===== config.mk =====
export PLATFORM = sky130hd
export DESIGN_NAME = bpr_ctrl
export DESIGN_NICKNAME = d
export VERILOG_FILES = /design/src/rtl/core/bpr_pkg.sv /design/src/rtl/core/bpr_ctrl.sv
export SDC_FILE = /design/constraint.sdc
export NUM_CORES = 1
export LEC_CHECK = 0
export BUFFER_PORTS_ARGS = -buffer_cell sky130_fd_sc_hd__buf_2
export CAP_MARGIN = 20
export CORE_AREA = 2 2 39 41
export CTS_CLUSTER_SIZE = 40
export DETAILED_ROUTE_END_ITERATION = 12
export DIE_AREA = 0 0 41 43
export PLACE_DENSITY = 0.66
export SETUP_SLACK_MARGIN = 0.3
export SYNTH_ARGS = -nofsm -noshare
export SYNTH_HDL_FRONTEND = slang
export SYNTH_SLANG_ARGS = --single-unit

===== constraint.sdc =====
create_clock -name clk_i -period 1.5 [get_ports clk_i]
set_input_delay 0.225 -clock clk_i [delete_from_list [all_inputs] [get_ports clk_i]]
set_output_delay 0.225 -clock clk_i [all_outputs]
set_load 0.05 [all_outputs]

===== src/rtl/core/bpr_pkg.sv =====
// Shared types and constants for the binomial Pascal-row core.
// Used by bpr_ctrl, bpr_datapath and the top level; no dependencies.
package bpr_pkg;

  localparam int unsigned MAX_N     = 1023;
  localparam int unsigned MAX_R     = 1023;
  localparam int unsigned CNT_W     = 10;
  localparam int unsigned MOD_W     = 31;
  localparam int unsigned ROW_DEPTH = MAX_R + 1;
  localparam int unsigned ADDR_W    = $clog2(ROW_DEPTH);

  localparam logic [MOD_W-1:0] MODULUS_RESET = 31'd1000000007;

  typedef enum logic [1:0] {
    RES_ZERO,
    RES_ONE,
    RES_MEM
  } res_sel_e;

  typedef struct packed {
    logic     load;
    logic     init_wr;
    logic     row_begin;
    logic     row_read;
    logic     row_active;
    logic     next_row;
    logic     fetch;
    logic     res_load;
    res_sel_e res_sel;
  } dp_cmd_t;

  typedef struct packed {
    logic trivial_zero;
    logic trivial_one;
    logic init_last;
    logic j_one;
    logic row_last;
    logic out_free;
  } dp_status_t;

endpackage


===== src/rtl/core/bpr_ctrl.sv =====
// Sequencer: setup sweep, row-by-row updates, final fetch, result handoff.
// Depends on bpr_pkg; commands bpr_datapath.
module bpr_ctrl import bpr_pkg::*; (
  input  logic       clk_i,
  input  logic       rst_ni,
  input  logic       in_valid_i,
  output logic       in_stall_o,
  input  dp_status_t status_i,
  output dp_cmd_t    cmd_o
);

  typedef enum logic [2:0] {
    ST_IDLE,
    ST_CHECK,
    ST_INIT,
    ST_ROW_BEGIN,
    ST_ROW_READ,
    ST_DRAIN,
    ST_FETCH,
    ST_PUT
  } state_e;

  state_e   state_q, state_d;
  res_sel_e sel_q, sel_d;

  always_comb begin
    state_d = state_q;
    sel_d   = sel_q;
    cmd_o   = '0;
    cmd_o.res_sel = sel_q;
    unique case (state_q)
      ST_IDLE: begin
        if (in_valid_i) begin
          cmd_o.load = 1'b1;
          state_d    = ST_CHECK;
        end
      end
      ST_CHECK: begin
        priority if (status_i.trivial_zero) begin
          sel_d   = RES_ZERO;
          state_d = ST_PUT;
        end else if (status_i.trivial_one) begin
          sel_d   = RES_ONE;
          state_d = ST_PUT;
        end else begin
          state_d = ST_INIT;
        end
      end
      ST_INIT: begin
        cmd_o.init_wr = 1'b1;
        if (status_i.init_last) begin
          state_d = ST_ROW_BEGIN;
        end
      end
      ST_ROW_BEGIN: begin
        cmd_o.row_begin = 1'b1;
        state_d         = ST_ROW_READ;
      end
      ST_ROW_READ: begin
        cmd_o.row_read   = 1'b1;
        cmd_o.row_active = 1'b1;
        if (status_i.j_one) begin
          state_d = ST_DRAIN;
        end
      end
      ST_DRAIN: begin
        // last entry of the row lands here; advance to the next row or finish
        cmd_o.row_active = 1'b1;
        if (status_i.row_last) begin
          state_d = ST_FETCH;
        end else begin
          cmd_o.next_row = 1'b1;
          state_d        = ST_ROW_BEGIN;
        end
      end
      ST_FETCH: begin
        cmd_o.fetch = 1'b1;
        sel_d       = RES_MEM;
        state_d     = ST_PUT;
      end
      ST_PUT: begin
        // hold until the output register can take the word
        if (status_i.out_free) begin
          cmd_o.res_load = 1'b1;
          state_d        = ST_IDLE;
        end
      end
      default: state_d = ST_IDLE;
    endcase
  end

  always_ff @(posedge clk_i or negedge rst_ni) begin
    if (!rst_ni) begin
      state_q <= ST_IDLE;
      sel_q   <= RES_ZERO;
    end else begin
      state_q <= state_d;
      sel_q   <= sel_d;
    end
  end

  assign in_stall_o = (state_q != ST_IDLE);

endmodule


==> results of run 1 <==
[kinds of logic after synthesis]
| family | Yosys count |
|---|---|
| compound gates | 15 |
| fa+ha+maj | 4 |
| buf+inv | 9 |
| flops | 5 |
| mux | 1 |
| simple gates | 26 |
[what timing repair did]
item                                    CTS  global route
pin swaps                                 8             8
hold endpoints to repair                  5             0
endpoints found under the setup margin   14            14
hold buffers                              1             0
buffers inserted                          3             0
gates resized for setup                  41            14
[registers in the layout, indices dropped and copies added, names as in the netlist]
name     count
sel_q        2
state_q      3
[where the power goes]
part           internal [mW]  total, mW  switching (mW)
clock                  0.101      0.157          0.0567
combinational           1.05       2.24            1.19
sequential             0.213      0.293          0.0801
[Yosys cell counts]
| cell | n |
|---|---|
| o21a_1 | 1 |
| nand3_1 | 1 |
| nand2b_1 | 1 |
| ha_1 | 4 |
| dfrtp_1 | 5 |
| nor3_1 | 4 |
| buf_2 | 1 |
| mux2_1 | 1 |
| and2_1 | 2 |
| o22a_1 | 1 |
| clkbuf_1 | 1 |
| o221ai_1 | 1 |
| a31oi_1 | 1 |
| a21oi_1 | 5 |
| nand2_1 | 3 |
| or2_1 | 1 |
| nor2b_1 | 3 |
| buf_4 | 1 |
| a221oi_2 | 1 |
| nor2_1 | 8 |
| inv_1 | 5 |
| inv_2 | 1 |
| nor2b_4 | 1 |
| and3_1 | 2 |
| a31o_1 | 1 |
| o21ai_0 | 2 |
| o21ai_1 | 1 |
| o22ai_1 | 1 |
[critical path, delay by kind of cell (launching register included)]
| kind | cells | cell delay [ns] |
|---|---|---|
| flip-flops | 1 | 0.44 |
| adder cells (fa/ha/maj) | 1 | 0.21 |
| AND/OR/NAND/NOR | 1 | 0.18 |
| buffers and inverters | 2 | 0.30 |
[metrics by stage]
stage / power [mW] / area, um2 / TNS, ns / setup WS (ns)
5_1_grt: 2.879 / 989.7 / -1.330 / -0.1403
3_5_place_dp: 1.898 / 732.0 / -0.1006 / -0.05738
6_report: 2.693 / 989.7 / -0.5720 / -0.08468
4_1_cts: 2.497 / 933.4 / -0.6522 / -0.09380
3_3_place_gp: 1.861 / 732.0 / -0.01903 / -0.01746
2_1_floorplan: 1.476 / 545.5 / 0 / 0.04065
[cell usage in the layout (no fill, tap or decap), types with 2 or more instances in the layout]
master    instances
buf_2            10
buf_6            10
buf_4             9
buf_8             6
nor2b_4           4
inv_2             4
nor2_4            4
dfrtp_1           4
a21oi_2           3
nor2_1            3
ha_4              3
clkbuf_4          3
and2_4            2
nor3_2            2
nand2_1           2
a21oi_1           2
[metal layers]
metal  GRT usage, %  wire, um  vias up
li1               -         -      284
met3          7.330       122        6
met2          31.25       813       32
met4          11.33        55        0
met5              0         0        -
met1          22.22       575      280
[layout make-up]
| class | instances | area share [%] |
|---|---|---|
| Multi-Input combinational cell | 46 | 46.65 |
| Timing Repair Buffer | 36 | 33.38 |
| Sequential cell | 5 | 12.77 |
| Clock buffer | 4 | 2.655 |
| Inverter | 6 | 2.528 |
| Tap cell | 16 | 2.023 |
[path summary, 6_finish.rpt]
kind                              from         end  slack, ns  cells after the start
max                         state_q[1]    cmd_o[2]      -0.08                      4
min                             rst_ni    sel_q[0]       0.33                      2
max reg2reg                 state_q[0]  state_q[2]      -0.03                      7
min reg2reg                   sel_q[1]    sel_q[1]       0.56                      2
max in group asynchronous       rst_ni  state_q[1]       1.02                      2
min in group clk_i         status_i[4]    sel_q[1]       0.37                      3
==> results_dict.tcl, run 1 <==
set metrics [dict create \
    cts_root_buf "clkbuf_4" \
    fp.dieH_um 43 \
    crit_chain "ha_2, buf_4, and3_2, buf_6" \
    critPathLaunchType "flip-flop" \
    seqCellArea_um2 126.4 \
    numCtsBuffers 3 \
    rsz0062_at_grt "true" \
    finalHoldViolCount 0 \
    syn_area_um2 462.9 \
    drt-wirelength-per-cell_um 13.87 \
    synth_nets 73 \
    slowest_delay_ns 0.44 \
    finalSetupViolations 11 \
    grt_max_degree 7 \
    cts_tree "built" \
    num_vias 602 \
    seq_area_frac_synth_pct 27.03 \
    stdcell_count 113 \
    ys_ff_latch 5 \
    grt_pass1_wl_mm 2.339 \
    drc 0 \
    yosys.area.top_type "dfrtp_1" \
    die_w_um 41 \
    area_delta_synth_final_pct 113.8 \
    hold_class "in -> async" \
    path_clk_slew_ns 0.05 \
    htree_levels 1 \
    holdWs_ns 0.3257 \
    post-route-period-util_pct 105.6 \
    finClkSkew_ns 0.005745 \
    post_synth_fa_ha_maj_area_fraction_pct 10.81 \
    layout_setup_ws_ns -0.08468 \
    antenna_cells 0 \
    fp-row-count 14 \
    crit_fanout 4 \
    antenna_found_initial 0 \
    p_leak_nw 0.4336 \
    ys.warnings.count 0 \
    synth_compound_area_share_pct 21.89 \
    syn_avg_cell_area_um2 7.716 \
    synthSimpleGateAreaFrac_pct 29.46 \
    fmax_mhz 631.0 \
    gp_congestion 0.8297 \
    critical-path-slowest-cell "dfrtp_2" \
    initial_core_util_pct 33.45 \
    n_fill_cell 102 \
    crit_arrival_ns 1.36 \
    failed_checks "negative setup slack" \
    hpwl_mm 1.010 \
    grt_util_all_layers_pct 20.08 \
    yosysUniqueCellTypes 28 \
    required_ns 1.27 \
    slew_headroom_pct 80.46 \
    drt_iter0_drc 15 \
    nNetsFinal 111 \
    io_pins 20 \
    synth_top_family_by_area "simple AND/OR/NAND/NOR gates" \
    synthXorXnorAreaFrac_pct 0 \
    clk_path_buf_depth 2 \
    peakVddDrop_mv 1.238 \
    synthCells 60 \
    grt_pass1_vias 570 \
    worst_slew_pin_slew_ns 0.2931 \
    vias_per_cell 5.327 \
    io_buffers 19 \
    layout-drive-gt1-share_pct 75.26 \
    antenna_left 0 \
    p_per_area_mw_per_mm2 2721 \
    worst-setup-path-type "reg -> out" \
    die-area_mm2 0.001763 \
    timing.final.crit_period_ns 1.585 \
    netlist_top_cells_area "dfrtp_1 27%, ha_1 11%, nor2_1 6.5%" \
    outcome "finished with violations" \
    final_core_util_pct 71.52 \
    core_area_mm2 0.001384 \
    multi_input_area_um2 461.7 \
    place_inst 105 \
    clk_latency_ns 0.24 \
    clock_sinks 5 \
    postRouteWirelength_mm 1.567 \
    grt_overflow_total 0 \
    slew_violations 0 \
    endpoint_kind "output pin" \
    muxShareOfSynthArea_pct 2.432 \
    drv_cap 0 \
    drtPass1Iterations 4 \
    synth_top_area_share_pct 27.03 \
]
Power figures use the tool's default switching activity.
==> inputs of run 2 (changes only) <==
ABC_AREA = 1   (was unset)
GPL_TIMING_DRIVEN = 0   (was unset)
==> run 2 against run 1 <==
The flow still finishes with violations (negative setup slack). Synthesized cell count rose by 10%. Clock-buffer cell count is the same. Sequential share of layout area increased by 0.63 points. Core utilization decreased by 3.3 points. Critical path type unchanged.
==> results_dict.tcl, run 2 <==
set metrics [dict create \
    timing.final.crit_period_ns 1.555 \
    fin_tns_setup_ns -0.1354 \
    slowest_delay_ns 0.44 \
    fp-row-count 14 \
    p_per_area_mw_per_mm2 2591 \
    io_buffers 19 \
    synth.most_common_cell "nand2_1" \
    grt_pass1_vias 506 \
    worstRegToRegCells 9 \
    pre_cts_slack_ns 0.05500 \
    hold_class "in -> reg" \
    clock_sinks 5 \
    async_flop_share_pct 100.0 \
    synth_nets 79 \
    yosysUniqueCellTypes 18 \
    die-area_mm2 0.001763 \
    gp_congestion 0.7312 \
    worstHoldStart "status_i[5]" \
    vias_per_cell 4.842 \
    outcome "finished with violations" \
    grt_pass1_wl_mm 2.104 \
    ys.warnings.count 0 \
    postRouteWirelength_mm 1.559 \
    critical-path-slowest-cell "dfrtp_2" \
    numCtsBuffers 3 \
    grt_max_degree 11 \
    reg2reg_slack_ns 0.02 \
    worst-setup-path-type "reg -> out" \
    holdPathStages 2 \
    syn_avg_cell_area_um2 7.033 \
    antenna_found_initial 0 \
    place_area_um2 623.1 \
    failed_checks "negative setup slack" \
    netlist_top_cells_area "dfrtp_1 27%, ha_1 11%, nand2_1 11%" \
    hpwl_um 808.1 \
    drt_iter0_drc 20 \
    layout_commonest_cell "buf_4" \
    finalSetupViolations 4 \
    layout-drive-gt1-share_pct 67.31 \
    num_vias 581 \
    peakVddDrop_mv 1.149 \
    clk_path_buf_depth 2 \
    drt-wirelength-per-cell_um 12.99 \
    synth-main-ff-cell "dfrtp_1" \
    layout_common_cells "11 x buf_4, 10 x buf_2, 9 x nand2_1" \
    crit_fanout 4 \
    endpoint_kind "output pin" \
    initial_core_util_pct 33.54 \
    r2r_end "state_q[0]" \
    synth_top_area_share_pct 26.95 \
    area_delta_synth_final_pct 103.2 \
    ys_ff_latch 5 \
    syn_area_um2 464.2 \
    synthCells 66 \
    crit_chain "buf_6, ha_4, o21ai_4, inv_2, buf_6" \
    io_pins 20 \
    total_power_mw 2.445 \
    r2r_start "state_q[0]" \
    largest_reg_flops 3 \
    seq_area_frac_synth_pct 26.95 \
    path_clk_slew_ns 0.04 \
    reg_top3 "state_q (3), sel_q (2)" \
    holdWs_ns 0.1887 \
    slew_violations 0 \
    stdcell_count 120 \
    finClkSkew_ns 0.001131 \
    critPathLaunchType "flip-flop" \
    clk_latency_ns 0.24 \
    worst_slew_pin_slew_ns 0.2443 \
    rsz0062_at_grt "true" \
    cts_root_buf "clkbuf_4" \
    required_ns 1.27 \
    die_w_um 41 \
    slew_headroom_pct 83.69 \
    yosys.area.top_type "dfrtp_1" \
    post-route-period-util_pct 103.7 \
    whs_endpoint "sel_q[0]" \
    grt_overflow_total 0 \
    finalInstanceArea_um2 943.4 \
    synth-edff-count 0 \
    p_leak_nw 0.5032 \
    drtPass1Iterations 4 \
    drv_cap 0 \
    htree_levels 1 \
    nNetsFinal 118 \
    cp_common_cell "buf_6" \
    final_core_util_pct 68.17 \
    antenna_left 0 \
    finalHoldViolCount 0 \
    regMostFlops "state_q" \
    cts_tree "built" \
    crit_arrival_ns 1.33 \
    grt_util_all_layers_pct 17.61 \
    synthTopCellsByCount "13 x nand2_1, 11 x inv_1, 9 x nor2_1" \
    antenna_cells 0 \
    core_area_mm2 0.001384 \
    drc 0 \
    place_inst 101 \
    layout_setup_ws_ns -0.05534 \
    fmax_mhz 642.9 \
    fp.dieH_um 43 \
]
## run 2: cell types whose count changed after synthesis, moves of 2 or more
cell,before,now
a21oi_1,5,0
and2_1,2,0
and3_1,2,0
inv_1,5,11
nand2_1,3,13
nand2_4,0,3
nand3_1,1,5
nor2_4,0,2
nor2b_1,3,0
nor3_1,4,1
## run 2: worst max-delay path, delay by kind of cell, from the launching register on
kind	cells	cell delay [ns]
adders and majority gates	1	0.18
DFF	1	0.44
AOI/OAI and AO/OA	1	0.14
buffers and inverters	3	0.33
## run 2: worst max-delay path by stage
stage | from | to | slack (ns) | depth (start not counted)
6_report | state_q[0] | cmd_o[5] | -0.06 | 5
5_1_grt | state_q[1] | cmd_o[9] | -0.09 | 5
4_1_cts | state_q[1] | cmd_o[9] | -0.04 | 5
3_5_place_dp | state_q[1] | cmd_o[4] | 0.06 | 5
3_3_place_gp | state_q[0] | cmd_o[3] | 0.09 | 6
2_1_floorplan | state_q[0] | state_q[1] | 0.08 | 9
## run 2: routing by layer
metal | share of wire, % | global-route usage, % | up-vias
met1 | 39 | 19.80 | 286
met4 | 1.0 | 6.000 | 0
met2 | 57 | 30.94 | 20
li1 | - | - | 273
met5 | 0 | 0 | -
met3 | 2.8 | 3.141 | 2
## run 2: logic make-up (layout without fill, tap and decap cells)
| group | Yosys count | count (layout) | synth area share, % |
|---|---|---|---|
| AND/OR/NAND/NOR | 35 | 35 | 39.08 |
| buffers and inverters | 16 | 54 | 15.90 |
| AO/OA/AOI/OAI | 6 | 6 | 7.277 |
| flip-flops | 5 | 5 | 26.95 |
| adder cells (fa/ha/maj) | 4 | 4 | 10.78 |
## run 2: layout make-up
cell class	instances	area [um2]
Clock buffer	4	26.28
Inverter	14	57.56
Multi-Input combinational cell	45	390.4
Fill cell	103	440.4
Buffer	2	22.52
Timing Repair Buffer	34	300.3
Sequential cell	5	126.4
Tap cell	16	20.02
## run 2: power breakdown
group	leakage [nW]	switching [mW]	internal, mW
clock network	0.0150	0.0533	0.100
logic	0.429	1.18	0.830
registers	0.0594	0.0663	0.212
total	0.503	1.30	1.14
## run 2: what timing repair did
| action | CTS | global route |
|---|---|---|
| endpoints found under the setup margin | 14 | 14 |
| gates resized for setup | 35 | 17 |
| pin swaps | 8 | 9 |
| hold buffers | 1 | 0 |
| setup buffers | 8 | 6 |
| endpoints found under the hold margin | 5 | 0 |
==> inputs of run 3 (changes only) <==
PLACE_DENSITY = unset   (was 0.66)
==> run 3 against run 2 <==
The flow still finishes with violations (negative setup slack). Sequential share of layout area is 0.77 points higher. Setup slack worse by 0.0076 ns. Clock-buffer cell count stayed put. Routed wire length is 12% lower. Largest power group unchanged. Highest routed layer unchanged.
==> results_dict.tcl, run 3 (synthesis gave the netlist of run 2 again) <==
set metrics [dict create \
    core_area_mm2 0.001384 \
    drt-wirelength-per-cell_um 11.98 \
    crit_arrival_ns 1.34 \
    p_per_area_mw_per_mm2 2547 \
    finalSetupViolations 6 \
    worst_slew_pin_slew_ns 0.2472 \
    antenna_cells 0 \
    grt_pass1_vias 452 \
    regMostFlops "state_q" \
    layout_commonest_cell "buf_2" \
    final_core_util_pct 64.47 \
    timing.final.crit_period_ns 1.563 \
    slew_violations 0 \
    hold_class "in -> reg" \
    rsz0062_at_grt "true" \
    fmax_mhz 639.8 \
    area_delta_synth_final_pct 92.18 \
    layout-drive-gt1-share_pct 67.68 \
    grt_overflow_total 0 \
    clk_path_buf_depth 2 \
    outcome "finished with violations" \
    grt_max_degree 11 \
    clock_sinks 5 \
    initial_core_util_pct 33.54 \
    cts_root_buf "clkbuf_4" \
    die-area_mm2 0.001763 \
    io_buffers 19 \
    numCtsBuffers 3 \
    failed_checks "negative setup slack" \
    layout_setup_ws_ns -0.06296 \
    drc 0 \
    hpwl_um 809.8 \
    path_clk_slew_ns 0.05 \
    die_w_um 41 \
    drt_iter0_drc 7 \
    required_ns 1.27 \
    reg_top3 "state_q (3), sel_q (2)" \
    htree_levels 1 \
    drv_cap 0 \
    io_pins 20 \
    holdWs_ns 0.1876 \
    nNetsFinal 113 \
    crit_fanout 3 \
    finalHoldViolCount 0 \
    antenna_left 0 \
    finClkSkew_ns 0.007416 \
    fp-row-count 14 \
    largest_reg_flops 3 \
    antenna_found_initial 0 \
    grt_pass1_wl_mm 1.890 \
    worst-setup-path-type "reg -> out" \
    drtPass1Iterations 4 \
    cts_tree "built" \
    vias_per_cell 4.643 \
    grt_util_all_layers_pct 16.58 \
    peakVddDrop_mv 1.277 \
    clk_latency_ns 0.25 \
    p_leak_nw 0.4723 \
    layout_common_cells "10 x buf_2, 9 x buf_6, 9 x nand2_1" \
    num_vias 534 \
    slew_headroom_pct 83.64 \
    endpoint_kind "output pin" \
    critPathLaunchType "flip-flop" \
    postRouteWirelength_mm 1.378 \
    post-route-period-util_pct 104.2 \
    gp_congestion 0.7156 \
    fp.dieH_um 43 \
]
## run 3: cell count changes in the layout (fill, tap and decap cells not counted), moves of 2 or more
cell     previous run  this run
nor2_2              2         0
nand3_1             5         3
buf_4              11         8
nand3_2             0         2
buf_8               6         3
## run 3: power by group
part	internal [mW]	leakage (nW)	switching, mW	total (mW)
sequential	0.212	0.0594	0.0751	0.287
clock	0.101	0.0150	0.0620	0.163
combinational	0.716	0.398	1.11	1.82
## run 3: cell type report
class,instances,area (um2)
buffer,2,22.52
clock buffer,4,26.28
fill,113,491.7
inverter,14,60.06
multi-input combinational,45,392.9
sequential,5,126.4
tap,16,20.02
timing repair buffer,29,244.0
## run 3: path summary, 6_finish.rpt
check	from	to	slack, ns	depth (start not counted)
max	state_q[1]	cmd_o[5]	-0.06	5
min	status_i[5]	sel_q[0]	0.19	2
max reg2reg	state_q[1]	state_q[1]	0.10	10
min reg2reg	sel_q[1]	sel_q[1]	0.47	2
max in group asynchronous	rst_ni	state_q[0]	1.04	2
min in group asynchronous	rst_ni	state_q[1]	0.32	2
## run 3: metrics by stage
step / std cells / instance area (um2) / TNS, ns / setup WS [ns] / total power, mW
after floorplan: 66 / 508.0 / 0 / 0.08264 / 1.318
after detailed placement: 101 / 623.1 / 0 / 0.06801 / 1.549
after global placement: 101 / 623.1 / 0 / 0.08093 / 1.541
after CTS: 112 / 822.0 / -0.1806 / -0.04434 / 2.087
final: 115 / 892.1 / -0.1929 / -0.06296 / 2.272
after global routing: 115 / 892.1 / -0.5296 / -0.1237 / 2.420
## run 3: metal layers
metal / routed length, um / track usage (%) / vias to the layer above
met2: 793 / 26.25 / 7
li1: - / - / 262
met3: 19 / 1.571 / 2
met4: 25 / 12.00 / 0
met5: 0 / 0 / -
met1: 540 / 19.41 / 263
## run 3: worst max-delay path: stages, from the launching register on
cell and delay, ns:
dfrtp_1 0.42, inv_2 0.10, ha_4 0.18, o21ai_2 0.18
inv_2 0.05, buf_6 0.15
## run 3: timing repair
action / 4_1_cts / 5_1_grt
pin swaps: 6 / 6
endpoints found under the hold margin: 5 / 0
endpoints found under the setup margin: 14 / 14
gates resized for setup: 34 / 14
hold buffers: 1 / 0
buffers inserted: 6 / 3
